<file path="src/rtl/crcl_pkg.sv">
// crcl_pkg: shared types and constants for the current reference circle limit
// depends on nothing; used by crcl_mul, crcl_div and current_reference_circle_limit
package crcl_pkg;

    localparam int MUL_W     = 16;
    localparam int PROD_W    = 2 * MUL_W;
    localparam int MUL_CNT_W = $clog2(MUL_W);

    localparam int DVD_W     = 31;
    localparam int DVS_W     = 32;
    localparam int DIV_CNT_W = $clog2(DVD_W);

    localparam int CFG_IDX_W = 2;
    localparam int STEP_W    = 3;

    localparam logic [DVS_W-1:0]  Q15_ONE     = 32'd32767;
    localparam logic [DVD_W-1:0]  SEED_SPLIT  = 31'd2097152;
    localparam logic [DVS_W-1:0]  SEED_SMALL  = 32'd128;
    localparam logic [DVS_W-1:0]  SEED_LARGE  = 32'd8192;
    localparam logic [STEP_W-1:0] NEWTON_LAST = 3'd5;

    typedef enum logic [CFG_IDX_W-1:0] {
        REG_THRESHOLD = 2'd0,
        REG_RATIO     = 2'd1,
        REG_MAX_SQ    = 2'd2
    } cfg_reg_t;

    typedef enum logic [3:0] {
        S_IDLE,
        S_MUL_ID_GO,
        S_MUL_ID,
        S_DIV_ID_GO,
        S_DIV_ID,
        S_SQ_GO,
        S_SQ,
        S_ROOT_CHECK,
        S_NEWTON_GO,
        S_NEWTON,
        S_FINISH
    } state_t;

endpackage

</file>
<file path="src/rtl/crcl_mul.sv">
// crcl_mul: bit-serial shift-add unsigned multiplier, one multiplier bit per cycle
// depends on crcl_pkg
module crcl_mul
    import crcl_pkg::*;
(
    input  logic              clk,
    input  logic              rst_n,
    input  logic              start,
    input  logic [MUL_W-1:0]  a,
    input  logic [MUL_W-1:0]  b,
    output logic              done,
    output logic [PROD_W-1:0] product
);

    logic                 busy_reg, busy_next;
    logic                 done_reg, done_next;
    logic [MUL_CNT_W-1:0] cnt_reg, cnt_next;
    logic [PROD_W-1:0]    acc_reg, acc_next;
    logic [PROD_W-1:0]    mcand_reg, mcand_next;
    logic [MUL_W-1:0]     mplier_reg, mplier_next;

    always_comb
    begin
        busy_next   = busy_reg;
        done_next   = 1'b0;
        cnt_next    = cnt_reg;
        acc_next    = acc_reg;
        mcand_next  = mcand_reg;
        mplier_next = mplier_reg;
        if (start)
        begin
            busy_next   = 1'b1;
            cnt_next    = '0;
            acc_next    = '0;
            mcand_next  = {{(PROD_W-MUL_W){1'b0}}, a};
            mplier_next = b;
        end
        else if (busy_reg)
        begin
            if (mplier_reg[0])
            begin
                acc_next = acc_reg + mcand_reg;
            end
            mcand_next  = mcand_reg << 1;
            mplier_next = mplier_reg >> 1;
            cnt_next    = cnt_reg + 1'b1;
            if (cnt_reg == MUL_CNT_W'(MUL_W - 1))
            begin
                busy_next = 1'b0;
                done_next = 1'b1;
            end
        end
    end

    always_ff @(posedge clk or negedge rst_n)
    begin
        if (!rst_n)
        begin
            busy_reg <= 1'b0;
            done_reg <= 1'b0;
            cnt_reg  <= '0;
        end
        else
        begin
            busy_reg <= busy_next;
            done_reg <= done_next;
            cnt_reg  <= cnt_next;
        end
    end

    always_ff @(posedge clk)
    begin
        acc_reg    <= acc_next;
        mcand_reg  <= mcand_next;
        mplier_reg <= mplier_next;
    end

    assign done    = done_reg;
    assign product = acc_reg;

endmodule

</file>
<file path="src/rtl/crcl_div.sv">
// crcl_div: radix-2 restoring divider, one quotient bit per cycle
// depends on crcl_pkg
module crcl_div
    import crcl_pkg::*;
(
    input  logic             clk,
    input  logic             rst_n,
    input  logic             start,
    input  logic [DVD_W-1:0] dividend,
    input  logic [DVS_W-1:0] divisor,
    output logic             done,
    output logic [DVD_W-1:0] quotient
);

    logic                 busy_reg, busy_next;
    logic                 done_reg, done_next;
    logic [DIV_CNT_W-1:0] cnt_reg, cnt_next;
    logic [DVS_W-1:0]     rem_reg, rem_next;
    logic [DVD_W-1:0]     quo_reg, quo_next;
    logic [DVS_W-1:0]     dvs_reg, dvs_next;
    logic [DVS_W+1:0]     trial;

    assign trial = {1'b0, rem_reg, quo_reg[DVD_W-1]} - {2'b00, dvs_reg};

    always_comb
    begin
        busy_next = busy_reg;
        done_next = 1'b0;
        cnt_next  = cnt_reg;
        rem_next  = rem_reg;
        quo_next  = quo_reg;
        dvs_next  = dvs_reg;
        if (start)
        begin
            busy_next = 1'b1;
            cnt_next  = '0;
            rem_next  = '0;
            quo_next  = dividend;
            dvs_next  = divisor;
        end
        else if (busy_reg)
        begin
            if (trial[DVS_W+1])
            begin
                rem_next = {rem_reg[DVS_W-2:0], quo_reg[DVD_W-1]};
            end
            else
            begin
                rem_next = trial[DVS_W-1:0];
            end
            quo_next = {quo_reg[DVD_W-2:0], ~trial[DVS_W+1]};
            cnt_next = cnt_reg + 1'b1;
            if (cnt_reg == DIV_CNT_W'(DVD_W - 1))
            begin
                busy_next = 1'b0;
                done_next = 1'b1;
            end
        end
    end

    always_ff @(posedge clk or negedge rst_n)
    begin
        if (!rst_n)
        begin
            busy_reg <= 1'b0;
            done_reg <= 1'b0;
            cnt_reg  <= '0;
        end
        else
        begin
            busy_reg <= busy_next;
            done_reg <= done_next;
            cnt_reg  <= cnt_next;
        end
    end

    always_ff @(posedge clk)
    begin
        rem_reg <= rem_next;
        quo_reg <= quo_next;
        dvs_reg <= dvs_next;
    end

    assign done     = done_reg;
    assign quotient = quo_reg;

endmodule

</file>
<file path="src/rtl/current_reference_circle_limit.sv">
// current_reference_circle_limit: d injection and q clamping to the current circle
// depends on crcl_pkg, crcl_mul, crcl_div
//
// channel  direction  handshake              payload
// cfg      in         cfg_valid / cfg_ready  cfg_index, cfg_data
// in       in         in_valid / in_ready    iq_request, speed
// out      out        out_valid / out_ready  iq_ref, id_ref
//
// one item at a time: a beat whose circle argument is not positive skips the newton root;
// otherwise up to six newton steps run before the result, then the block returns to idle
// the serial divider dominates the work: one quotient per division, up to seven quotients
// the product and the square each run on the serial multiplier
// the output register lets the next beat in while a result waits for out_ready
// cfg_ready is always high; state, out_valid and config registers reset to zero, datapath has no reset
module current_reference_circle_limit
    import crcl_pkg::*;
(
    input  logic                 clk,
    input  logic                 rst_n,
    input  logic                 cfg_valid,
    output logic                 cfg_ready,
    input  logic [CFG_IDX_W-1:0] cfg_index,
    input  logic [31:0]          cfg_data,
    input  logic                 in_valid,
    output logic                 in_ready,
    input  logic signed [15:0]   iq_request,
    input  logic signed [31:0]   speed,
    output logic                 out_valid,
    input  logic                 out_ready,
    output logic signed [15:0]   iq_ref,
    output logic signed [15:0]   id_ref
);

    state_t state_reg, state_next;

    logic signed [31:0] thr_reg;
    logic [14:0]        ratio_reg;
    logic [30:0]        max_sq_reg;

    logic signed [15:0] iq_reg, iq_next;
    logic               neg_reg, neg_next;
    logic [MUL_W-1:0]   iq_mag_reg, iq_mag_next;
    logic [14:0]        ratio_sel_reg, ratio_sel_next;
    logic [MUL_W-1:0]   id_mag_reg, id_mag_next;
    logic signed [15:0] id_reg, id_next;
    logic signed [32:0] x_reg, x_next;
    logic [DVS_W-1:0]   r_reg, r_next;
    logic [STEP_W-1:0]  step_reg, step_next;
    logic [DVS_W-1:0]   lim_reg, lim_next;

    logic               out_valid_reg, out_valid_next;
    logic signed [15:0] iq_ref_reg, iq_ref_next;
    logic signed [15:0] id_ref_reg, id_ref_next;

    logic              mul_start, mul_done;
    logic [MUL_W-1:0]  mul_a, mul_b;
    logic [PROD_W-1:0] mul_prod;
    logic              div_start, div_done;
    logic [DVD_W-1:0]  div_dvd, div_quo;
    logic [DVS_W-1:0]  div_dvs;
    logic              load_out;

    logic               x_nonpos;
    logic [DVS_W:0]     newton_sum;
    logic [DVS_W-1:0]   newton_r;
    logic               newton_stop;
    logic signed [33:0] iq_ext, lim_ext, lim_neg;

    crcl_mul u_mul (
        .clk     (clk),
        .rst_n   (rst_n),
        .start   (mul_start),
        .a       (mul_a),
        .b       (mul_b),
        .done    (mul_done),
        .product (mul_prod)
    );

    crcl_div u_div (
        .clk      (clk),
        .rst_n    (rst_n),
        .start    (div_start),
        .dividend (div_dvd),
        .divisor  (div_dvs),
        .done     (div_done),
        .quotient (div_quo)
    );

    assign mul_a   = (state_reg == S_MUL_ID_GO) ? iq_mag_reg : id_mag_reg;
    assign mul_b   = (state_reg == S_MUL_ID_GO) ? {1'b0, ratio_sel_reg} : id_mag_reg;
    assign div_dvd = (state_reg == S_DIV_ID_GO) ? mul_prod[DVD_W-1:0] : x_reg[DVD_W-1:0];
    assign div_dvs = (state_reg == S_DIV_ID_GO) ? Q15_ONE : r_reg;

    assign x_nonpos    = x_reg[32] || (x_reg == '0);
    assign newton_sum  = {1'b0, r_reg} + {2'b00, div_quo};
    assign newton_r    = newton_sum[DVS_W:1];
    assign newton_stop = (newton_r == r_reg) || (step_reg == NEWTON_LAST);

    assign iq_ext  = {{18{iq_reg[15]}}, iq_reg};
    assign lim_ext = {2'b00, lim_reg};
    assign lim_neg = -lim_ext;

    // next state
    always_comb
    begin
        state_next = state_reg;
        case (state_reg)
            S_IDLE:
            begin
                if (in_valid)
                begin
                    state_next = S_MUL_ID_GO;
                end
            end
            S_MUL_ID_GO:  state_next = S_MUL_ID;
            S_MUL_ID:
            begin
                if (mul_done)
                begin
                    state_next = S_DIV_ID_GO;
                end
            end
            S_DIV_ID_GO:  state_next = S_DIV_ID;
            S_DIV_ID:
            begin
                if (div_done)
                begin
                    state_next = S_SQ_GO;
                end
            end
            S_SQ_GO:      state_next = S_SQ;
            S_SQ:
            begin
                if (mul_done)
                begin
                    state_next = S_ROOT_CHECK;
                end
            end
            S_ROOT_CHECK: state_next = x_nonpos ? S_FINISH : S_NEWTON_GO;
            S_NEWTON_GO:  state_next = S_NEWTON;
            S_NEWTON:
            begin
                if (div_done)
                begin
                    state_next = newton_stop ? S_FINISH : S_NEWTON_GO;
                end
            end
            S_FINISH:
            begin
                if (!out_valid_reg || out_ready)
                begin
                    state_next = S_IDLE;
                end
            end
            default:      state_next = S_IDLE;
        endcase
    end

    // state outputs
    always_comb
    begin
        in_ready  = 1'b0;
        mul_start = 1'b0;
        div_start = 1'b0;
        load_out  = 1'b0;
        case (state_reg)
            S_IDLE:      in_ready  = 1'b1;
            S_MUL_ID_GO: mul_start = 1'b1;
            S_SQ_GO:     mul_start = 1'b1;
            S_DIV_ID_GO: div_start = 1'b1;
            S_NEWTON_GO: div_start = 1'b1;
            S_FINISH:    load_out  = !out_valid_reg || out_ready;
            default:     in_ready  = 1'b0;
        endcase
    end

    // datapath
    always_comb
    begin
        iq_next        = iq_reg;
        neg_next       = neg_reg;
        iq_mag_next    = iq_mag_reg;
        ratio_sel_next = ratio_sel_reg;
        id_mag_next    = id_mag_reg;
        id_next        = id_reg;
        x_next         = x_reg;
        r_next         = r_reg;
        step_next      = step_reg;
        lim_next       = lim_reg;
        iq_ref_next    = iq_ref_reg;
        id_ref_next    = id_ref_reg;
        out_valid_next = out_valid_reg;

        if (in_ready && in_valid)
        begin
            iq_next        = iq_request;
            neg_next       = iq_request[15];
            iq_mag_next    = iq_request[15] ? MUL_W'(-iq_request) : MUL_W'(iq_request);
            ratio_sel_next = (speed < thr_reg) ? ratio_reg : '0;
        end

        if ((state_reg == S_DIV_ID) && div_done)
        begin
            id_mag_next = div_quo[MUL_W-1:0];
            id_next     = neg_reg ? -$signed(div_quo[15:0]) : $signed(div_quo[15:0]);
        end

        if ((state_reg == S_SQ) && mul_done)
        begin
            x_next = $signed({2'b00, max_sq_reg}) - $signed({1'b0, mul_prod});
        end

        if (state_reg == S_ROOT_CHECK)
        begin
            step_next = '0;
            if (x_nonpos)
            begin
                lim_next = '0;
            end
            else
            begin
                r_next = (x_reg[DVD_W-1:0] <= SEED_SPLIT) ? SEED_SMALL : SEED_LARGE;
            end
        end

        if ((state_reg == S_NEWTON) && div_done)
        begin
            if (newton_stop)
            begin
                lim_next = newton_r;
            end
            else
            begin
                r_next    = newton_r;
                step_next = step_reg + 1'b1;
            end
        end

        if (out_valid_reg && out_ready)
        begin
            out_valid_next = 1'b0;
        end

        if (load_out)
        begin
            out_valid_next = 1'b1;
            id_ref_next    = id_reg;
            if (iq_ext > lim_ext)
            begin
                iq_ref_next = $signed(lim_reg[15:0]);
            end
            else if (iq_ext < lim_neg)
            begin
                iq_ref_next = lim_neg[15:0];
            end
            else
            begin
                iq_ref_next = iq_reg;
            end
        end
    end

    always_ff @(posedge clk or negedge rst_n)
    begin
        if (!rst_n)
        begin
            state_reg     <= S_IDLE;
            out_valid_reg <= 1'b0;
            thr_reg       <= '0;
            ratio_reg     <= '0;
            max_sq_reg    <= '0;
        end
        else
        begin
            state_reg     <= state_next;
            out_valid_reg <= out_valid_next;
            if (cfg_valid)
            begin
                case (cfg_index)
                    REG_THRESHOLD: thr_reg    <= $signed(cfg_data);
                    REG_RATIO:     ratio_reg  <= cfg_data[14:0];
                    REG_MAX_SQ:    max_sq_reg <= cfg_data[30:0];
                    default:       thr_reg    <= thr_reg;
                endcase
            end
        end
    end

    always_ff @(posedge clk)
    begin
        iq_reg        <= iq_next;
        neg_reg       <= neg_next;
        iq_mag_reg    <= iq_mag_next;
        ratio_sel_reg <= ratio_sel_next;
        id_mag_reg    <= id_mag_next;
        id_reg        <= id_next;
        x_reg         <= x_next;
        r_reg         <= r_next;
        step_reg      <= step_next;
        lim_reg       <= lim_next;
        iq_ref_reg    <= iq_ref_next;
        id_ref_reg    <= id_ref_next;
    end

    assign cfg_ready = 1'b1;
    assign out_valid = out_valid_reg;
    assign iq_ref    = iq_ref_reg;
    assign id_ref    = id_ref_reg;

endmodule
</file>
<file path="config.mk">
export PLATFORM = sky130hd
export DESIGN_NAME = current_reference_circle_limit
export DESIGN_NICKNAME = d
export VERILOG_FILES = /design/src/rtl/crcl_pkg.sv /design/src/rtl/crcl_mul.sv /design/src/rtl/crcl_div.sv /design/src/rtl/current_reference_circle_limit.sv
export SDC_FILE = /design/constraint.sdc
export NUM_CORES = 1
export LEC_CHECK = 0
export BUFFER_PORTS_ARGS = -buffer_cell sky130_fd_sc_hd__buf_4
export CAP_MARGIN = 40
export CORE_MARGIN = 3
export CORE_UTILIZATION = 40
export CTS_CLUSTER_SIZE = 14
export DETAILED_ROUTE_END_ITERATION = 6
export PLACE_DENSITY = 0.63
export SLEW_MARGIN = 20
export SYNTH_ARGS = -nofsm -noshare
export SYNTH_HDL_FRONTEND = slang
export SYNTH_SLANG_ARGS = --single-unit
export TNS_END_PERCENT = 1
</file>
<file path="constraint.sdc">
create_clock -name clk -period 5.8 [get_ports clk]
set_input_delay 0.87 -clock clk [delete_from_list [all_inputs] [get_ports clk]]
set_output_delay 0.87 -clock clk [all_outputs]
set_load 0.01 [all_outputs]
</file>
==> summary.txt <==
vias in the first global route = 21,200
Adder-Cell Fraction of Synth Area = 9.98%
clock buffer depth = 3
met3 Usage GRT = 2.23%
Sink Count = 480
Data required, critical path = 6.14 ns
fin util = 46.4%
Max Clock Freq = 191 MHz
Crit. End Element = register
combinational power share = 44.2%
DRT Pass-1 Iters = 6
R2R Path Start = lim_reg[1]
DP HPWL = 57.8 mm
IO Count = 122
most frequent cells in the layout = nand2_1, edfxtp_1, ha_1
nets@finish = 3,496
drt drc = 0
R2R cell count = 24
Clock Root Buffer = clkbuf_16
CP max FO = 31
max reg flops = 33
clock share of power = 22.6%
input/output buffers = 120
worst skew pair latency = 0.63 ns
GPL Wtd Cong = 0.945
mux share of post-synthesis cell area = 7.49%
internal power = 10.1 mW
layout cell share with drive strength beyond 1 = 10.8%
syn nets = 3,409
RSZ-0062 raised after global routing = no
CTS tree = built
Yosys cell types = 85
most common cell after layout, fill and taps aside = nand2_1
Reg clk slew, reported paths = 0.07 ns
fill count = 6,812
Core ar. = 72,200 sq um
cts repair resizes = 0
final setup vio count = 0
Compound-Gate Fraction of Synth Area = 16.0%
Vias/cell = 5.40
max_slew headroom = 44.3%
Final min period = 5.23 ns
post-synthesis xor/xnor area fraction = 5.55%
critical path endpoint = iq_ref[3]
cell count after synthesis = 3,089
post-DR wirelength/cell = 18.3 um
CTS H-tree depth = 2
Max-Cap Viols = 0
Max Slew Vio Count = 0
critical path class = reg2reg
met1 usage = 27.7%
Yosys reg bits = 480
Die X = 278 um
Yosys warnings = 0
PD cells = 491 nW/um^2
slowest stage delay, CP = 0.47 ns
Detailed Route WL = 76.3 mm
Top FF cell, synth = edfxtp_1
number of synthesized flops with an enable pin = 237
sw power = 6.39 mW
global-route wire length before repair = 120 mm
R2R Path End = iq_ref[3]
worst hold path type = in2async
Flop pwr share = 33.2%
largest family of logic cells by synthesized area = compound AO/OA/AOI/OAI gates
post-CTS setup buffer count = 0
CP Cell Sequence = inv_1 -> ha_1 -> inv_1 -> nor3_1 -> nand3_1 -> nor2_1 -> nand4_1 -> or3_1 -> nand2b_1 -> or3_1 -> nor2_1 -> xnor2_1 -> ha_1 -> nor2b_1 -> o21ai_0 -> nand2b_1 -> a21oi_1 -> nor2b_1 -> o21ai_0 -> a41oi_2 -> buf_4 -> nand2_1 -> o31ai_1 -> a22o_1
FF-to-FF setup slack = 0.57 ns
Vias = 22,500
global routing met2 resource utilization = 30.4%
Critical Path Source Type = register
register area share after synthesis = 42.2%
# rows = 98
switch share = 38.8%
Simple-Gate Fraction of Synth Area = 14.8%
Initial Util = 40.9%
Crit-path slowest cell = or3_1
total track usage = 19.2%
GRT busiest layer = met2
number of nets with antenna violations after routing = 0
ys async rst share = 20.0%
CP startpoint = lim_reg[1]
die area = 77,100 sq um
post-synthesis area per instance = 9.55 sq um
largest net degree at the start of global routing = 96
Layout area overhead = 13.6%
Worst Tran Pin Value = 0.828 ns
clk_skew = 0.0502 ns
Overflow after GRT = 0
Syn Std Cell Area = 29,500 sq um
Final WS setup = 0.566 ns
WP data arrival = 5.57 ns
setup TNS = 0 ns
Max IR drop VDD = 0.375 mV
cts bufs inserted = 52
Initial DRC Count = 1,816
# diodes = 0
Hold Fails Final Rpt = 0
Post-CTS Hold Buffers = 0
Lkg Pwr = 14.3 nW
Min Hold Slack = 0.103 ns
period utilization = 90.2%
antenna violations before repair = 0
status = finished, final reports clean
Die Y = 278 um
dpl ws = 0.526 ns
-- metrics by stage --
step	instance area, sq um	power (mW)	instances
final	33500	16.5	4170
after global routing	33500	17.7	4170
after CTS	33500	16.5	4168
after detailed placement	31500	12.7	4070
after global placement	31400	12.6	4065
after floorplan	29500	10.8	3089
-- logic make-up after synthesis --
family / Yosys count
AOI/OAI and AO/OA: 763
DFF: 480
other: 1
and+or+nand+nor: 909
buffers and inverters: 306
muxes: 215
xor gates and xnor gates: 182
adders and majority gates: 233
-- metal layers --
metal	wire length, um	share of wire, %
met2	34300	45
met5	0	0
met1	36600	48
met4	2160	2.8
met3	3270	4.3
-- worst min-delay path by stage --
| stage | start | end | slack, ns | depth (start not counted) |
|---|---|---|---|---|
| 2_1_floorplan | id_reg[10] | id_ref[10] | 0.40 | 0 |
| 3_3_place_gp | id_reg[9] | id_ref[9] | 0.40 | 0 |
| 3_5_place_dp | id_reg[14] | id_ref[14] | 0.41 | 0 |
| 4_1_cts | rst_n | ratio_reg[14] | 0.08 | 1 |
| 5_1_grt | rst_n | ratio_reg[13] | 0.1 | 1 |
| 6_report | rst_n | thr_reg[0] | 0.10 | 1 |
-- power groups by stage --
stage	registers [mW]	logic (mW)	clock network, mW
2_1_floorplan	5.15	5.65	0
3_3_place_gp	5.54	7.05	0
3_5_place_dp	5.52	7.17	0
4_1_cts	5.46	7.21	3.80
5_1_grt	5.55	8.20	3.94
6_report	5.47	7.28	3.72
-- cells in the mapped netlist (23+ instances only) --
cell | n | area share (%)
nand2_1 | 338 | 4.3
edfxtp_1 | 237 | 24
ha_1 | 229 | 9.7
o21ai_0 | 229 | 3.9
a21oi_1 | 213 | 3.6
nor2_1 | 189 | 2.4
inv_1 | 179 | 2.3
mux2i_1 | 168 | 5.7
dfxtp_1 | 147 | 10
xnor2_1 | 119 | 3.5
clkbuf_1 | 101 | 1.3
dfrtp_1 | 96 | 8.1
a21o_1 | 85 | 2.2
nor2b_1 | 61 | 1.3
xor2_1 | 60 | 1.8
nand3_1 | 49 | 0.83
mux2_2 | 47 | 1.8
nand2b_1 | 43 | 0.91
nor3_1 | 43 | 0.73
nand4_1 | 38 | 0.81
a211oi_1 | 35 | 0.89
and3_1 | 32 | 0.68
o21a_1 | 24 | 0.61
or2_2 | 23 | 0.49
-- worst max-delay path: cells and delay by family (launching register included) --
kind / cells / cell delay [ns]
flops: 1 / 0.34
simple gates: 12 / 2.71
xor+xnor: 1 / 0.13
compound gates: 6 / 0.91
buf+inv: 3 / 0.43
fa+ha+maj: 2 / 0.45
-- cell type report --
cell class	instances	area [sq um]	area share [%]
Clock inverter	33	489	1.46
Timing Repair Buffer	159	1290	3.84
Sequential cell	480	12500	37.2
Tap cell	950	1190	3.55
Clock buffer	65	1470	4.37
Inverter	180	676	2.02
Multi-Input combinational cell	2303	15900	47.6
(Power assumes the default switching activity.)
